`src/fds_pkg.sv`:
```
package fds_pkg;

  localparam int FRAC_BITS    = 16;
  localparam int MAX_SUBSTEPS = 2048;
  localparam int SUB_W        = $clog2(MAX_SUBSTEPS + 1);

  localparam int AW  = 49;
  localparam int BW  = 32;
  localparam int DW  = 32;
  localparam int PW  = AW + BW;
  localparam int RW  = 64;
  localparam int CNT_W = $clog2(PW + 1);

  localparam int CFG_IDX_W  = 2;
  localparam int CFG_DATA_W = 32;

  localparam logic [CFG_IDX_W-1:0] REG_GAIN      = 2'd0;
  localparam logic [CFG_IDX_W-1:0] REG_BIAS      = 2'd1;
  localparam logic [CFG_IDX_W-1:0] REG_LAG_TIME  = 2'd2;
  localparam logic [CFG_IDX_W-1:0] REG_FILT_TIME = 2'd3;

  localparam logic [23:0] GAIN_RST = 24'd65536;
  localparam logic [23:0] TIME_RST = 24'd20000;
  // ceil(2^22 / 5): exact x/5 for any x below 2^22
  localparam logic [19:0] H_RECIP  = 20'd838861;

  localparam logic signed [63:0] S48_MAX = (64'sd1 <<< 47) - 64'sd1;
  localparam logic signed [63:0] S48_MIN = -(64'sd1 <<< 47);
  localparam logic signed [63:0] S32_MAX = 64'sd2147483647;
  localparam logic signed [63:0] S32_MIN = -64'sd2147483648;

  typedef struct packed {
    logic               op;
    logic [31:0]        sample_time;
    logic signed [31:0] sample;
  } in_t;

  typedef struct packed {
    logic signed [31:0] filtered_derivative;
    logic               substeps_clipped;
  } out_t;

  typedef struct packed {
    logic          start;
    logic [AW-1:0] a;
    logic [BW-1:0] b;
    logic          neg;
    logic [DW-1:0] d;
  } md_req_t;

  typedef struct packed {
    logic                 done;
    logic signed [RW-1:0] res;
  } md_rsp_t;

  function automatic logic [AW-1:0] mag(input logic signed [AW-1:0] v);
    logic signed [AW-1:0] n;
    n = -v;
    return v[AW-1] ? AW'(n) : AW'(v);
  endfunction

  function automatic logic signed [47:0] sat48(input logic signed [63:0] v);
    logic signed [63:0] c;
    c = (v > S48_MAX) ? S48_MAX : ((v < S48_MIN) ? S48_MIN : v);
    return c[47:0];
  endfunction

  function automatic logic signed [31:0] sat32(input logic signed [63:0] v);
    logic signed [63:0] c;
    c = (v > S32_MAX) ? S32_MAX : ((v < S32_MIN) ? S32_MIN : v);
    return c[31:0];
  endfunction

endpackage

```
`src/fds_muldiv.sv`:
```
module fds_muldiv (
  input  logic             clk,
  input  logic             rst_n,
  input  fds_pkg::md_req_t req,
  output fds_pkg::md_rsp_t rsp
);

  localparam logic [1:0] P_IDLE = 2'd0;
  localparam logic [1:0] P_MUL  = 2'd1;
  localparam logic [1:0] P_DIV  = 2'd2;
  localparam logic [1:0] P_FIN  = 2'd3;

  localparam logic [fds_pkg::PW-1:0] CAP = fds_pkg::PW'(1) << 62;

  logic [1:0]                   phase_r, phase_nxt;
  logic [fds_pkg::PW-1:0]       acc_r, acc_nxt;
  logic [fds_pkg::PW-1:0]       mc_r, mc_nxt;
  logic [fds_pkg::BW-1:0]       mp_r, mp_nxt;
  logic [fds_pkg::DW-1:0]       d_r, d_nxt;
  logic [fds_pkg::DW-1:0]       rem_r, rem_nxt;
  logic [fds_pkg::CNT_W-1:0]    cnt_r, cnt_nxt;
  logic                         neg_r, neg_nxt;
  logic                         done_r, done_nxt;
  logic signed [fds_pkg::RW-1:0] res_r, res_nxt;

  logic [fds_pkg::DW:0]   rem_sh;
  logic                   ge;
  logic [fds_pkg::PW-1:0] qv;
  logic [fds_pkg::RW-1:0] qm;

  always_comb begin
    rem_sh = {rem_r, acc_r[fds_pkg::PW-1]};
    ge     = rem_sh >= {1'b0, d_r};
    qv     = (acc_r > CAP) ? CAP : acc_r;
    qm     = {1'b0, qv[fds_pkg::RW-2:0]};
  end

  always_comb begin
    phase_nxt = phase_r;
    acc_nxt   = acc_r;
    mc_nxt    = mc_r;
    mp_nxt    = mp_r;
    d_nxt     = d_r;
    rem_nxt   = rem_r;
    cnt_nxt   = cnt_r;
    neg_nxt   = neg_r;
    res_nxt   = res_r;
    done_nxt  = 1'b0;
    case (phase_r)
      P_IDLE: begin
        if (req.start) begin
          acc_nxt   = '0;
          mc_nxt    = fds_pkg::PW'(req.a);
          mp_nxt    = req.b;
          d_nxt     = (req.d == '0) ? fds_pkg::DW'(1) : req.d;
          neg_nxt   = req.neg;
          phase_nxt = P_MUL;
        end
      end
      P_MUL: begin
        if (mp_r == '0) begin
          rem_nxt = '0;
          cnt_nxt = fds_pkg::CNT_W'(fds_pkg::PW);
          phase_nxt = (d_r == fds_pkg::DW'(1)) ? P_FIN : P_DIV;
        end else begin
          if (mp_r[0]) begin
            acc_nxt = acc_r + mc_r;
          end
          mc_nxt = mc_r << 1;
          mp_nxt = mp_r >> 1;
        end
      end
      P_DIV: begin
        rem_nxt = ge ? fds_pkg::DW'(rem_sh - {1'b0, d_r}) : rem_sh[fds_pkg::DW-1:0];
        acc_nxt = {acc_r[fds_pkg::PW-2:0], ge};
        cnt_nxt = cnt_r - 1'b1;
        if (cnt_r == fds_pkg::CNT_W'(1)) begin
          phase_nxt = P_FIN;
        end
      end
      P_FIN: begin
        res_nxt   = neg_r ? -$signed(qm) : $signed(qm);
        done_nxt  = 1'b1;
        phase_nxt = P_IDLE;
      end
      default: phase_nxt = P_IDLE;
    endcase
  end

  always_ff @(posedge clk) begin
    if (!rst_n) begin
      phase_r <= P_IDLE;
      done_r  <= 1'b0;
    end else begin
      phase_r <= phase_nxt;
      done_r  <= done_nxt;
    end
    acc_r <= acc_nxt;
    mc_r  <= mc_nxt;
    mp_r  <= mp_nxt;
    d_r   <= d_nxt;
    rem_r <= rem_nxt;
    cnt_r <= cnt_nxt;
    neg_r <= neg_nxt;
    res_r <= res_nxt;
  end

  assign rsp.done = done_r;
  assign rsp.res  = res_r;

endmodule

```
`src/filtered_derivative_substep.sv`:
```
// Filtered derivative (washout) on timestamped samples, Q16.16 data, integer tick times.
// One request is taken at a time; in_ready is low until its result has been loaded into
// the output register, which can still hold a result while the next request is taken.
// All products and quotients go through one shared shift-add multiplier and restoring
// divider; each use multiplies, then divides unless the divisor is one. An initialize or
// a steady-state jump takes one use; an advance takes one use for the substep count (none
// when no time has passed), four per full Euler substep (interpolate, derivative, lag,
// filter) and three for the final partial step (derivative, lag, filter).
module filtered_derivative_substep (
  input  logic                               clk,
  input  logic                               rst_n,
  input  logic                               in_valid,
  output logic                               in_ready,
  input  fds_pkg::in_t                       in_data,
  output logic                               out_valid,
  input  logic                               out_ready,
  output fds_pkg::out_t                      out_data,
  input  logic                               cfg_we,
  input  logic [fds_pkg::CFG_IDX_W-1:0]      cfg_index,
  input  logic [fds_pkg::CFG_DATA_W-1:0]     cfg_data
);

  localparam logic [3:0] ST_IDLE   = 4'd0;
  localparam logic [3:0] ST_INIT   = 4'd1;
  localparam logic [3:0] ST_N      = 4'd3;
  localparam logic [3:0] ST_LOOP   = 4'd4;
  localparam logic [3:0] ST_INTERP = 4'd5;
  localparam logic [3:0] ST_DV     = 4'd6;
  localparam logic [3:0] ST_LAG    = 4'd7;
  localparam logic [3:0] ST_FILT   = 4'd8;
  localparam logic [3:0] ST_FIN    = 4'd9;

  logic signed [23:0] gain_r;
  logic signed [31:0] bias_r;
  logic [23:0]        t1_r, t2_r;

  logic [3:0]  state_r, state_nxt;
  logic        issued_r, issued_nxt;
  logic [31:0] time_r, time_nxt;
  logic signed [31:0] u_r, u_nxt;
  logic [31:0] dt_r, dt_nxt;
  logic [31:0] h_r, h_nxt;
  logic [fds_pkg::SUB_W-1:0] cnt_r, cnt_nxt;
  logic [31:0] ih_r, ih_nxt;
  logic [31:0] dur_r, dur_nxt;
  logic signed [31:0] prev_r, prev_nxt;
  logic signed [31:0] cur_r, cur_nxt;
  logic signed [47:0] dv_r, dv_nxt;
  logic        final_r, final_nxt;
  logic        clip_r, clip_nxt;
  logic signed [47:0] lag_r, lag_nxt;
  logic signed [47:0] filt_r, filt_nxt;
  logic signed [31:0] last_in_r, last_in_nxt;
  logic [31:0] last_time_r, last_time_nxt;
  logic        out_valid_r, out_valid_nxt;
  fds_pkg::out_t out_data_r, out_data_nxt;

  fds_pkg::md_req_t req;
  fds_pkg::md_rsp_t rsp;

  logic [23:0] t1e, t2e, tmin;
  logic [26:0] t1x5, t2x5;
  logic [41:0] h_prod;
  logic [31:0] h_calc;
  logic [31:0] dt_in;
  logic        jump;
  logic signed [31:0] u_in;
  logic [fds_pkg::AW-1:0] k_mag;
  logic signed [32:0] diff, avg;
  logic signed [fds_pkg::AW-1:0] err, fdel;
  logic signed [63:0] lag_sum, filt_sum, cur_sum;
  logic signed [63:0] res_sh;
  logic in_acc, op_state;

  fds_muldiv u_md (
    .clk   (clk),
    .rst_n (rst_n),
    .req   (req),
    .rsp   (rsp)
  );

  always_ff @(posedge clk) begin
    if (!rst_n) begin
      gain_r <= fds_pkg::GAIN_RST;
      bias_r <= '0;
      t1_r   <= fds_pkg::TIME_RST;
      t2_r   <= fds_pkg::TIME_RST;
    end else if (cfg_we) begin
      case (cfg_index)
        fds_pkg::REG_GAIN:      gain_r <= cfg_data[23:0];
        fds_pkg::REG_BIAS:      bias_r <= cfg_data;
        fds_pkg::REG_LAG_TIME:  t1_r   <= cfg_data[23:0];
        fds_pkg::REG_FILT_TIME: t2_r   <= cfg_data[23:0];
        default: ;
      endcase
    end
  end

  always_comb begin
    t1e   = (t1_r == '0) ? 24'd1 : t1_r;
    t2e   = (t2_r == '0) ? 24'd1 : t2_r;
    tmin  = (t1e < t2e) ? t1e : t2e;
    h_prod = 42'(tmin[23:2]) * 42'(fds_pkg::H_RECIP);
    h_calc = (h_prod[41:22] == '0) ? 32'd1 : 32'(h_prod[41:22]);
    t1x5  = {1'b0, t1e, 2'b00} + 27'(t1e);
    t2x5  = {1'b0, t2e, 2'b00} + 27'(t2e);
    dt_in = in_data.sample_time - last_time_r;
    jump  = (dt_in >= 32'(t1x5)) && (dt_in >= 32'(t2x5));
    u_in  = fds_pkg::sat32(64'(in_data.sample) + 64'(bias_r));
    k_mag = fds_pkg::mag(fds_pkg::AW'(gain_r));
    diff  = 33'(u_r) - 33'(last_in_r);
    avg   = (33'(prev_r) + 33'(cur_r)) >>> 1;
    err   = fds_pkg::AW'(avg) - fds_pkg::AW'(lag_r);
    fdel  = fds_pkg::AW'(dv_r) - fds_pkg::AW'(filt_r);
    lag_sum  = 64'(lag_r) + rsp.res;
    filt_sum = 64'(filt_r) + rsp.res;
    cur_sum  = 64'(last_in_r) + rsp.res;
    res_sh   = rsp.res >>> fds_pkg::FRAC_BITS;
    in_acc   = in_valid && in_ready;
    op_state = (state_r == ST_INIT) || (state_r == ST_N) ||
               (state_r == ST_INTERP) || (state_r == ST_DV) || (state_r == ST_LAG) ||
               (state_r == ST_FILT);
  end

  always_comb begin
    req.start = op_state && !issued_r;
    req.a     = '0;
    req.b     = 32'd1;
    req.neg   = 1'b0;
    req.d     = 32'd1;
    case (state_r)
      ST_INIT: begin
        req.a   = fds_pkg::mag(fds_pkg::AW'(u_r));
        req.b   = 32'(k_mag);
        req.neg = u_r[31] ^ gain_r[23];
      end
      ST_N: begin
        req.a = fds_pkg::AW'(dt_r - 32'd1);
        req.d = h_r;
      end
      ST_INTERP: begin
        req.a   = fds_pkg::mag(fds_pkg::AW'(diff));
        req.b   = ih_r;
        req.neg = diff[32];
        req.d   = dt_r;
      end
      ST_DV: begin
        req.a   = fds_pkg::mag(err);
        req.b   = 32'(k_mag);
        req.neg = err[fds_pkg::AW-1] ^ gain_r[23];
        req.d   = 32'(t1e);
      end
      ST_LAG: begin
        req.a   = fds_pkg::mag(fds_pkg::AW'(dv_r));
        req.b   = dur_r;
        req.neg = dv_r[47];
      end
      ST_FILT: begin
        req.a   = fds_pkg::mag(fdel);
        req.b   = dur_r;
        req.neg = fdel[fds_pkg::AW-1];
        req.d   = 32'(t2e);
      end
      default: ;
    endcase
  end

  always_comb begin
    state_nxt     = state_r;
    issued_nxt    = issued_r;
    time_nxt      = time_r;
    u_nxt         = u_r;
    dt_nxt        = dt_r;
    h_nxt         = h_r;
    cnt_nxt       = cnt_r;
    ih_nxt        = ih_r;
    dur_nxt       = dur_r;
    prev_nxt      = prev_r;
    cur_nxt       = cur_r;
    dv_nxt        = dv_r;
    final_nxt     = final_r;
    clip_nxt      = clip_r;
    lag_nxt       = lag_r;
    filt_nxt      = filt_r;
    last_in_nxt   = last_in_r;
    last_time_nxt = last_time_r;
    out_valid_nxt = out_valid_r && !out_ready;
    out_data_nxt  = out_data_r;
    if (req.start) begin
      issued_nxt = 1'b1;
    end
    if (rsp.done) begin
      issued_nxt = 1'b0;
    end
    case (state_r)
      ST_IDLE: begin
        if (in_acc) begin
          time_nxt  = in_data.sample_time;
          u_nxt     = u_in;
          dt_nxt    = dt_in;
          prev_nxt  = last_in_r;
          clip_nxt  = 1'b0;
          h_nxt     = h_calc;
          ih_nxt    = '0;
          cnt_nxt   = '0;
          if (!in_data.op || jump) begin
            state_nxt = ST_INIT;
          end else begin
            state_nxt = (dt_in == '0) ? ST_LOOP : ST_N;
          end
        end
      end
      ST_INIT: begin
        if (rsp.done) begin
          lag_nxt   = res_sh[47:0];
          filt_nxt  = '0;
          state_nxt = ST_FIN;
        end
      end
      ST_N: begin
        if (rsp.done) begin
          if (rsp.res > 64'(fds_pkg::MAX_SUBSTEPS)) begin
            cnt_nxt  = fds_pkg::SUB_W'(fds_pkg::MAX_SUBSTEPS);
            clip_nxt = 1'b1;
          end else begin
            cnt_nxt = rsp.res[fds_pkg::SUB_W-1:0];
          end
          state_nxt = ST_LOOP;
        end
      end
      ST_LOOP: begin
        if (cnt_r != '0) begin
          ih_nxt    = ih_r + h_r;
          dur_nxt   = h_r;
          cnt_nxt   = cnt_r - 1'b1;
          final_nxt = 1'b0;
          state_nxt = ST_INTERP;
        end else begin
          cur_nxt   = u_r;
          dur_nxt   = dt_r - ih_r;
          final_nxt = 1'b1;
          state_nxt = ST_DV;
        end
      end
      ST_INTERP: begin
        if (rsp.done) begin
          cur_nxt   = cur_sum[31:0];
          state_nxt = ST_DV;
        end
      end
      ST_DV: begin
        if (rsp.done) begin
          dv_nxt    = fds_pkg::sat48(res_sh);
          state_nxt = ST_LAG;
        end
      end
      ST_LAG: begin
        if (rsp.done) begin
          lag_nxt   = fds_pkg::sat48(lag_sum);
          state_nxt = ST_FILT;
        end
      end
      ST_FILT: begin
        if (rsp.done) begin
          filt_nxt  = fds_pkg::sat48(filt_sum);
          prev_nxt  = cur_r;
          state_nxt = final_r ? ST_FIN : ST_LOOP;
        end
      end
      ST_FIN: begin
        if (!out_valid_r || out_ready) begin
          out_data_nxt.filtered_derivative = fds_pkg::sat32(64'(filt_r));
          out_data_nxt.substeps_clipped    = clip_r;
          out_valid_nxt = 1'b1;
          last_in_nxt   = u_r;
          last_time_nxt = time_r;
          state_nxt     = ST_IDLE;
        end
      end
      default: state_nxt = ST_IDLE;
    endcase
  end

  always_ff @(posedge clk) begin
    if (!rst_n) begin
      state_r     <= ST_IDLE;
      issued_r    <= 1'b0;
      out_valid_r <= 1'b0;
      lag_r       <= '0;
      filt_r      <= '0;
      last_in_r   <= '0;
      last_time_r <= '0;
    end else begin
      state_r     <= state_nxt;
      issued_r    <= issued_nxt;
      out_valid_r <= out_valid_nxt;
      lag_r       <= lag_nxt;
      filt_r      <= filt_nxt;
      last_in_r   <= last_in_nxt;
      last_time_r <= last_time_nxt;
    end
    time_r     <= time_nxt;
    u_r        <= u_nxt;
    dt_r       <= dt_nxt;
    h_r        <= h_nxt;
    cnt_r      <= cnt_nxt;
    ih_r       <= ih_nxt;
    dur_r      <= dur_nxt;
    prev_r     <= prev_nxt;
    cur_r      <= cur_nxt;
    dv_r       <= dv_nxt;
    final_r    <= final_nxt;
    clip_r     <= clip_nxt;
    out_data_r <= out_data_nxt;
  end

  assign in_ready  = (state_r == ST_IDLE);
  assign out_valid = out_valid_r;
  assign out_data  = out_data_r;

endmodule

```
`config.mk`:
```
export PLATFORM = sky130hd
export DESIGN_NAME = filtered_derivative_substep
export DESIGN_NICKNAME = d
export VERILOG_FILES = /design/src/fds_pkg.sv /design/src/fds_muldiv.sv /design/src/filtered_derivative_substep.sv
export SDC_FILE = /design/constraint.sdc
export NUM_CORES = 2
export LEC_CHECK = 0
export BUFFER_PORTS_ARGS = -buffer_cell sky130_fd_sc_hd__clkbuf_2
export CELL_PAD_IN_SITES_DETAIL_PLACEMENT = 0
export CELL_PAD_IN_SITES_GLOBAL_PLACEMENT = 2
export CORE_UTILIZATION = 41
export DETAILED_ROUTE_END_ITERATION = 12
export PLACE_DENSITY = 0.82
export SYNTH_ARGS = -nofsm -noshare
export SYNTH_HDL_FRONTEND = slang
export SYNTH_SLANG_ARGS = --single-unit
```
`constraint.sdc`:
```
create_clock -name clk -period 14.7 [get_ports clk]
set_clock_uncertainty 0.15 [all_clocks]
set_input_delay 2.205 -clock clk [delete_from_list [all_inputs] [get_ports clk]]
set_output_delay 2.205 -clock clk [all_outputs]
set_load 0.02 [all_outputs]
```
### Word-level counts from Yosys, hierarchy flattened

Index checks and enable logic that the tools add are counted.

| operators by class | value |
|---|---|
| $lt $le $gt $ge | 16 |
| mux-type cells | 83 |
| $mul | 1 |
| equal/unequal tests | 32 |
| reductions and logical operators | 56 |
| bitwise gates (word level) | 3 |
| $add $sub $neg | 25 |

Operator list:

| operator | count |
|---|---|
| $mux W32 | 14 |
| $mux W48 | 9 |
| $mux W81 | 5 |
| $pmux W32 S2 | 5 |
| $pmux W49 S6 | 1 |
| $mux W49 | 5 |
| $pmux W81 S3 | 1 |
| $pmux W48 S2 | 2 |
| $pmux W33 S5 | 1 |
| $pmux W81 S2 | 1 |
| $add A48 B64 Y64 | 2 |
| $gt A64 B48 Y1 const B | 2 |
| $lt A64 B48 Y1 const B | 2 |
| $pmux W32 S4 | 1 |
| $mux W63 | 2 |
| $neg A49 Y49 | 2 |
| $logic_not A32 Y1 | 3 |
| $sub A32 B32 Y32 | 3 |
| $add A81 B81 Y81 | 1 |
| $gt A81 B63 Y1 const B | 1 |
| $mux W24 | 3 |
| $add A32 B32 Y33 | 2 |
| $add A32 B32 Y32 | 2 |
| $ge A32 B27 Y1 | 2 |
| other kinds (60) | 144 |

| storage, ports and cells | value |
|---|---|
| register bits | 954 |
| word-level logic and storage cells | 253 |

### Depth between registers and ports, before layout

| logic depth | value |
|---|---|
| depth in word-level cells | 9 |
| mapped depth | 42 |
| gate-level depth less buffers | 38 |

### By module

A second synthesis with hierarchy kept.

| unflattened totals | value |
|---|---|
| cells, all modules | 10201 |
| area, all modules | 87393.8 sq um |

Modules (own cells, without submodules):

| module | instances | area each (sq um) | sequential area each (sq um) | cells an instance |
|---|---|---|---|---|
| filtered_derivative_substep | 1 | 65560.4 | 15584.9 | 8022 |
| fds_muldiv | 1 | 21833.4 | 9969.6 | 2179 |

### Least setup slack after synthesis

Ideal clock, no wire load.

| timing path | value |
|---|---|
| path type | reg-to-reg |
| from | reg t2_r[22] |
| to | reg h_r[0], data pin |
| required time | 14381 ps |
| library setup time | 169 ps |
| cell stages (with the launch flop) | 37 |
| path buffers | 4 |
| slack | 4418 ps |
| arrival time | 9963 ps |
| path through | dfxtp_1 -> clkbuf_1 -> inv_1 -> ha_1 -> nand4_1 -> or4_1 -> a2111oi_0 -> o21ai_0 -> nor2b_1 -> clkbuf_1 -> clkbuf_1 -> clkbuf_1 -> o21ai_0 -> ha_1 -> ha_1 -> or2_2 -> fa_1 -> fa_1 -> fa_1 -> fa_1 -> inv_1 -> fa_1 -> inv_1 -> ha_1 -> nand4_1 -> a2111o_1 -> nor3_1 -> o21ai_0 -> nand3_1 -> a31oi_1 -> xnor2_1 -> or3b_1 -> or4_1 -> a2111oi_0 -> nand4b_1 -> or4_1 -> o31ai_1 |

| on the way | value |
|---|---|
| word-level cells in the longest chain between the ends | 6 |

Ends and longest elaborated chain:

| item | RTL line | source |
|---|---|---|
| start: declaration | filtered_derivative_substep.sv:35 | `logic [23:0] t1_r, t2_r;` |
| start signal: assignment | filtered_derivative_substep.sv:87 | `t2_r <= fds_pkg::TIME_RST;` |
| start signal: assignment | filtered_derivative_substep.sv:93 | `fds_pkg::REG_FILT_TIME: t2_r <= cfg_data[23:0];` |
| $logic_not A24 Y1 | filtered_derivative_substep.sv:101 | `t2e = (t2_r == '0) ? 24'd1 : t2_r;` |
| $mux W24 * | filtered_derivative_substep.sv:101 |  |
| $lt A24 B24 Y1 | filtered_derivative_substep.sv:102 | `tmin = (t1e < t2e) ? t1e : t2e;` |
| $mux W24 * | filtered_derivative_substep.sv:102 |  |
| $mul A22 B20 Y42 * | filtered_derivative_substep.sv:103 | `h_prod = 42'(tmin[23:2]) * 42'(fds_pkg::H_RECIP);` |
| $logic_not A20 Y1 | filtered_derivative_substep.sv:104 | `h_calc = (h_prod[41:22] == '0) ? 32'd1 : 32'(h_prod[41:22]);` |
| end signal: assignment | filtered_derivative_substep.sv:305 | `h_r <= h_nxt;` |
| end: declaration | filtered_derivative_substep.sv:42 | `logic [31:0] h_r, h_nxt;` |

Every way passes the cells marked *; elsewhere a longest branch is shown, timed or not.
A chain may end at the register's enable or synchronous reset.

### Worst setup path after layout

| timing path | value |
|---|---|
| from | reg t2_r[17] |
| to | reg h_r[0], data pin |

Same word-level chain as after synthesis.

==> results.txt <==
----------------------------------------------------
[Run status]
  Status ... finished clean

[Worst setup path]
  Worst flop-to-flop path endpoint ... h_r[0]$_SDFFCE_PN1P_
  WS Path Type ... register to register
  Setup crit start kind ... register
  Delay of the slowest cell on the worst path ... 0.77 ns
  Crit. End Element ... register
  Worst reg2reg startpoint ... t2_r[17]$_SDFFE_PN0P_
  Cell depth of the worst flop-to-flop path ... 34
  Master of the slowest instance on the critical path ... mux2i_1
  Worst Path Arrival ... 12.23 ns
  CP dominant cell by count ... fa_1
  Reg2Reg Setup Slack ... 2.95 ns
  Data required time of the critical path ... 15.18 ns
  Worst-path maximum fanout ... 22

[Power]
  Leakage power summed over all cells ... 0.03806 µW
  Power per Cell Area ... 192.5 nW/µm²
  Worst vdd ir ... 231.8 µV

[Timing]
  Headroom to the max-slew limit ... 0.2118
  Summed negative setup slack over all endpoints ... 0 ns
  Setup-violating endpoint count in the final report ... 0
  Final period utilization ... 0.7996
  Transition at the pin with the smallest max-transition slack ... 1.176 ns
  Achievable clock frequency ... 85.08 MHz
  Unrepaired setup endpoints after global routing ... false
  Final Hold Vio Count ... 0
  Final worst path period need ... 11.75 ns
  Max Transition Viols Final ... 0

[Layout]
  Share of final-layout standard cells stronger than drive strength 1 ... 0.05930
  Total number of nets in the final design ... 10,957
  Final non-filler cell area ... 92,720 µm²
  End-of-flow core utilization ... 0.4509
  Sequential standard cell area ... 25,550 µm²
  Footprint of the multi-input gates ... 55,430 µm²
  Area Growth Syn to Fin ... 8.794%
  Count of fill cells added during filler insertion ... 20,251

[Detailed routing]
  ANT nets after route ... 0
  Wire length per cell ... 26.26 µm
  DR iter-0 viols ... 6,763
  Via count ... 75,731
  Number of DRC violations after detailed routing ... 0
  Average via count per standard cell ... 6.005
  Sum of routed wire length over all layers ... 331.2 mm
  First-pass DRT Iterations ... 9

[Hold path]
  Endpoint of the worst hold-timing path ... last_time_r[15]$_SDFFE_PN0P_
  Worst hold path class ... register to register
  Hold Path Origin ... last_time_r[15]$_SDFFE_PN0P_
  Number of cells traversed by the worst hold path ... 2

[Die]
  Count of standard-cell rows ... 166
  Core footprint ... 205,600 µm²
  Top Ports ... 139
  Die Footprint ... 209,700 µm²
  Height of the die ... 457.9 µm
  Initial cell density of the core ... 0.4145
  Width of the chip ... 457.9 µm

[Global route]
  Overall overflow remaining after global route ... 0
  First-pass GRT wire length ... 481.8 mm
  Maximum number of pins on one net before global-route repair ... 84
  Overall Global Routing Usage ... 0.3071
  Vias in the first global route ... 72,830
  Number of antenna violations at the first check in global routing ... 18

[Synth]
  Number of flip-flops and latches in the synthesized netlist ... 942
  Yosys warns ... 0
  Most common flop cell mapped by yosys ... edfxtp_1
  Sequential cell area fraction in the yosys report ... 0.2999
  Avg Cell Area, Syn ... 8.605 µm²
  Count of cell types in the netlist ... 94
  Total nets after synthesis ... 11,049
  Share of async-settable or async-resettable flops after synthesis ... 0
  Number of synthesized flops with an enable pin ... 669
  Synthesized area ... 85,220 µm²
  Post-Synthesis Cells ... 9,904

[Placement]
  Half-perimeter wire length after placement ... 257.2 mm
  Post-DP Area ... 88,710 µm²
  Port bufs ... 138
  Weighted congestion at the end of routability-driven global placement ... 1.004

[Clock network]
  Clock slew at the register clock pins of the worst setup and hold paths ... 0.06 ns
  CTS tree ... built
  Count of cells resized by post-cts repair ... 0
  H-tree levels ... 3
  Source-to-sink clock delay at the later pin of the worst-skew pair ... 0.85 ns
  Maximum clock insertion buffer count ... 3
  Clock Tree Root ... clkbuf_16
  Number of buffers inserted for hold repair after clock tree synthesis ... 0
  Number of buffers added for setup after CTS ... 0
  Count of clock tree sinks ... 942
  Total clock buffers created by CTS ... 115

[Flow run]
  Max cap viols ... 0

----------------------------------------------------
-- cells in the mapped netlist, drive strengths merged, types with 95 or more instances --
cell type | n | area, µm²
a21o | 346 | 2597
a21oi | 806 | 4041
a22oi | 123 | 923.4
and3 | 95 | 594.3
clkbuf | 454 | 1705
dfxtp | 273 | 5465
edfxtp | 669 | 20090
fa | 159 | 3183
ha | 882 | 11040
inv | 696 | 2613
nand2 | 1067 | 4005
nand2b | 104 | 655.6
nand3 | 189 | 945.9
nor2 | 482 | 1809
nor2b | 154 | 963.4
nor3 | 163 | 815.8
nor4 | 106 | 663.1
o21ai | 755 | 3782
xnor2 | 469 | 4108
xor2 | 380 | 3328
-- per-stage QoR --
step	cells	setup WS, ns	hold slack, ns	power (µW)
floorplan	9904	4.418	0.2503	11500
global placement	12383	3.149	0.2920	14620
detailed placement	12383	3.092	0.2974	14670
CTS	12603	3.038	0.3060	17790
global route	12604	2.192	0.3243	19010
finish	12611	2.946	0.3026	17850
-- cells by family after synthesis --
kind of cell             Yosys count  share of synthesized area
AO/OA/AOI/OAI                   3030                     0.2295
XOR/XNOR                         849                    0.08725
adder cells (fa/ha/maj)         1047                     0.1675
buffers and inverters           1184                    0.05221
flip-flops                       942                     0.2999
multiplexers                      35                   0.004199
AND/OR/NAND/NOR                 2817                     0.1594
-- critical path, delay by kind of cell, from the launching register on --
kind                       cells  cell delay (ns)
adders and majority gates      8             3.79
buffers and inverters          5             0.90
and+or+nand+nor                9             2.72
AOI/OAI and AO/OA              8             2.11
DFF                            1             0.41
muxes                          1             0.77
xor gates and xnor gates       3             0.65
-- cell usage in the layout, fill, tap and decap left out, drive strengths merged, types with 85 or more instances in the layout --
master  synthesis  routed
dfxtp         273     273
a21oi         806     806
nor3          163     163
nand2b        104     104
nand2        1067    1067
clkbuf        454     286
o21ai         755     755
nand3         189     189
a22oi         123     123
and3           95      95
xor2          380     380
a21o          346     346
fa            159     159
nor2b         154     154
o31ai          90      90
edfxtp        669     669
buf            33     140
xnor2         469     469
or3            85      85
o21a           87      87
nor2          482     482
nor4          106     106
ha            882     882
nand4          88      88
inv           696     701
-- area by class of cell --
| cell class | count | share of cell area |
|---|---|---|
| tap | 2688 | 0.03627 |
| sequential | 942 | 0.2756 |
| clock inverter | 72 | 0.009487 |
| timing repair buffer | 278 | 0.01878 |
| multi-input combinational | 7778 | 0.5978 |
| clock buffer | 148 | 0.03347 |
| antenna | 8 | 0.0002159 |
| inverter | 697 | 0.02833 |
-- report_power, final --
| part | internal [µW] | leakage, µW | switching (µW) | total [µW] |
|---|---|---|---|---|
| Combinational | 3830 | 0.0276 | 6450 | 10300 |
| Sequential | 3750 | 0.00855 | 757 | 4510 |
| Clock | 1730 | 0.00192 | 1320 | 3050 |
-- state kept, by name, indices dropped and copies added, names as in the netlist, 32 cells and up --
register and cells:
ih_r 32, filt_r 48, u_md.rem_r 32, u_r 32, time_r 32, u_md.res_r 64
last_time_r 32, dur_r 32, lag_r 48, u_md.mp_r 32, dt_r 32, prev_r 32
last_in_r 32, u_md.d_r 32, u_md.mc_r 81, cur_r 32, dv_r 48, out_data 33
bias_r 32, u_md.acc_r 81
-- routing by layer --
layer / up-vias / global-route usage / wire length (µm)
met5: - / 0 / 47
met4: 2 / 0.1604 / 20080
met3: 647 / 0.03776 / 19020
met2: 2545 / 0.5032 / 150900
met1: 36574 / 0.3951 / 141200
li1: 35963 / - / -
-- how the worst max path moves through the flow --
stage,to,cells after the start,from
2_1_floorplan,h_r[0]$_SDFFCE_PN1P_,36,t2_r[22]$_SDFFE_PN0P_
3_3_place_gp,h_r[0]$_SDFFCE_PN1P_,34,t2_r[22]$_SDFFE_PN0P_
3_5_place_dp,h_r[0]$_SDFFCE_PN1P_,34,t2_r[17]$_SDFFE_PN0P_
4_1_cts,h_r[0]$_SDFFCE_PN1P_,34,t2_r[17]$_SDFFE_PN0P_
5_1_grt,h_r[0]$_SDFFCE_PN1P_,34,t2_r[17]$_SDFFE_PN0P_
6_report,h_r[0]$_SDFFCE_PN1P_,34,t2_r[17]$_SDFFE_PN0P_
No activity file was read; power rests on OpenSTA's default activity.
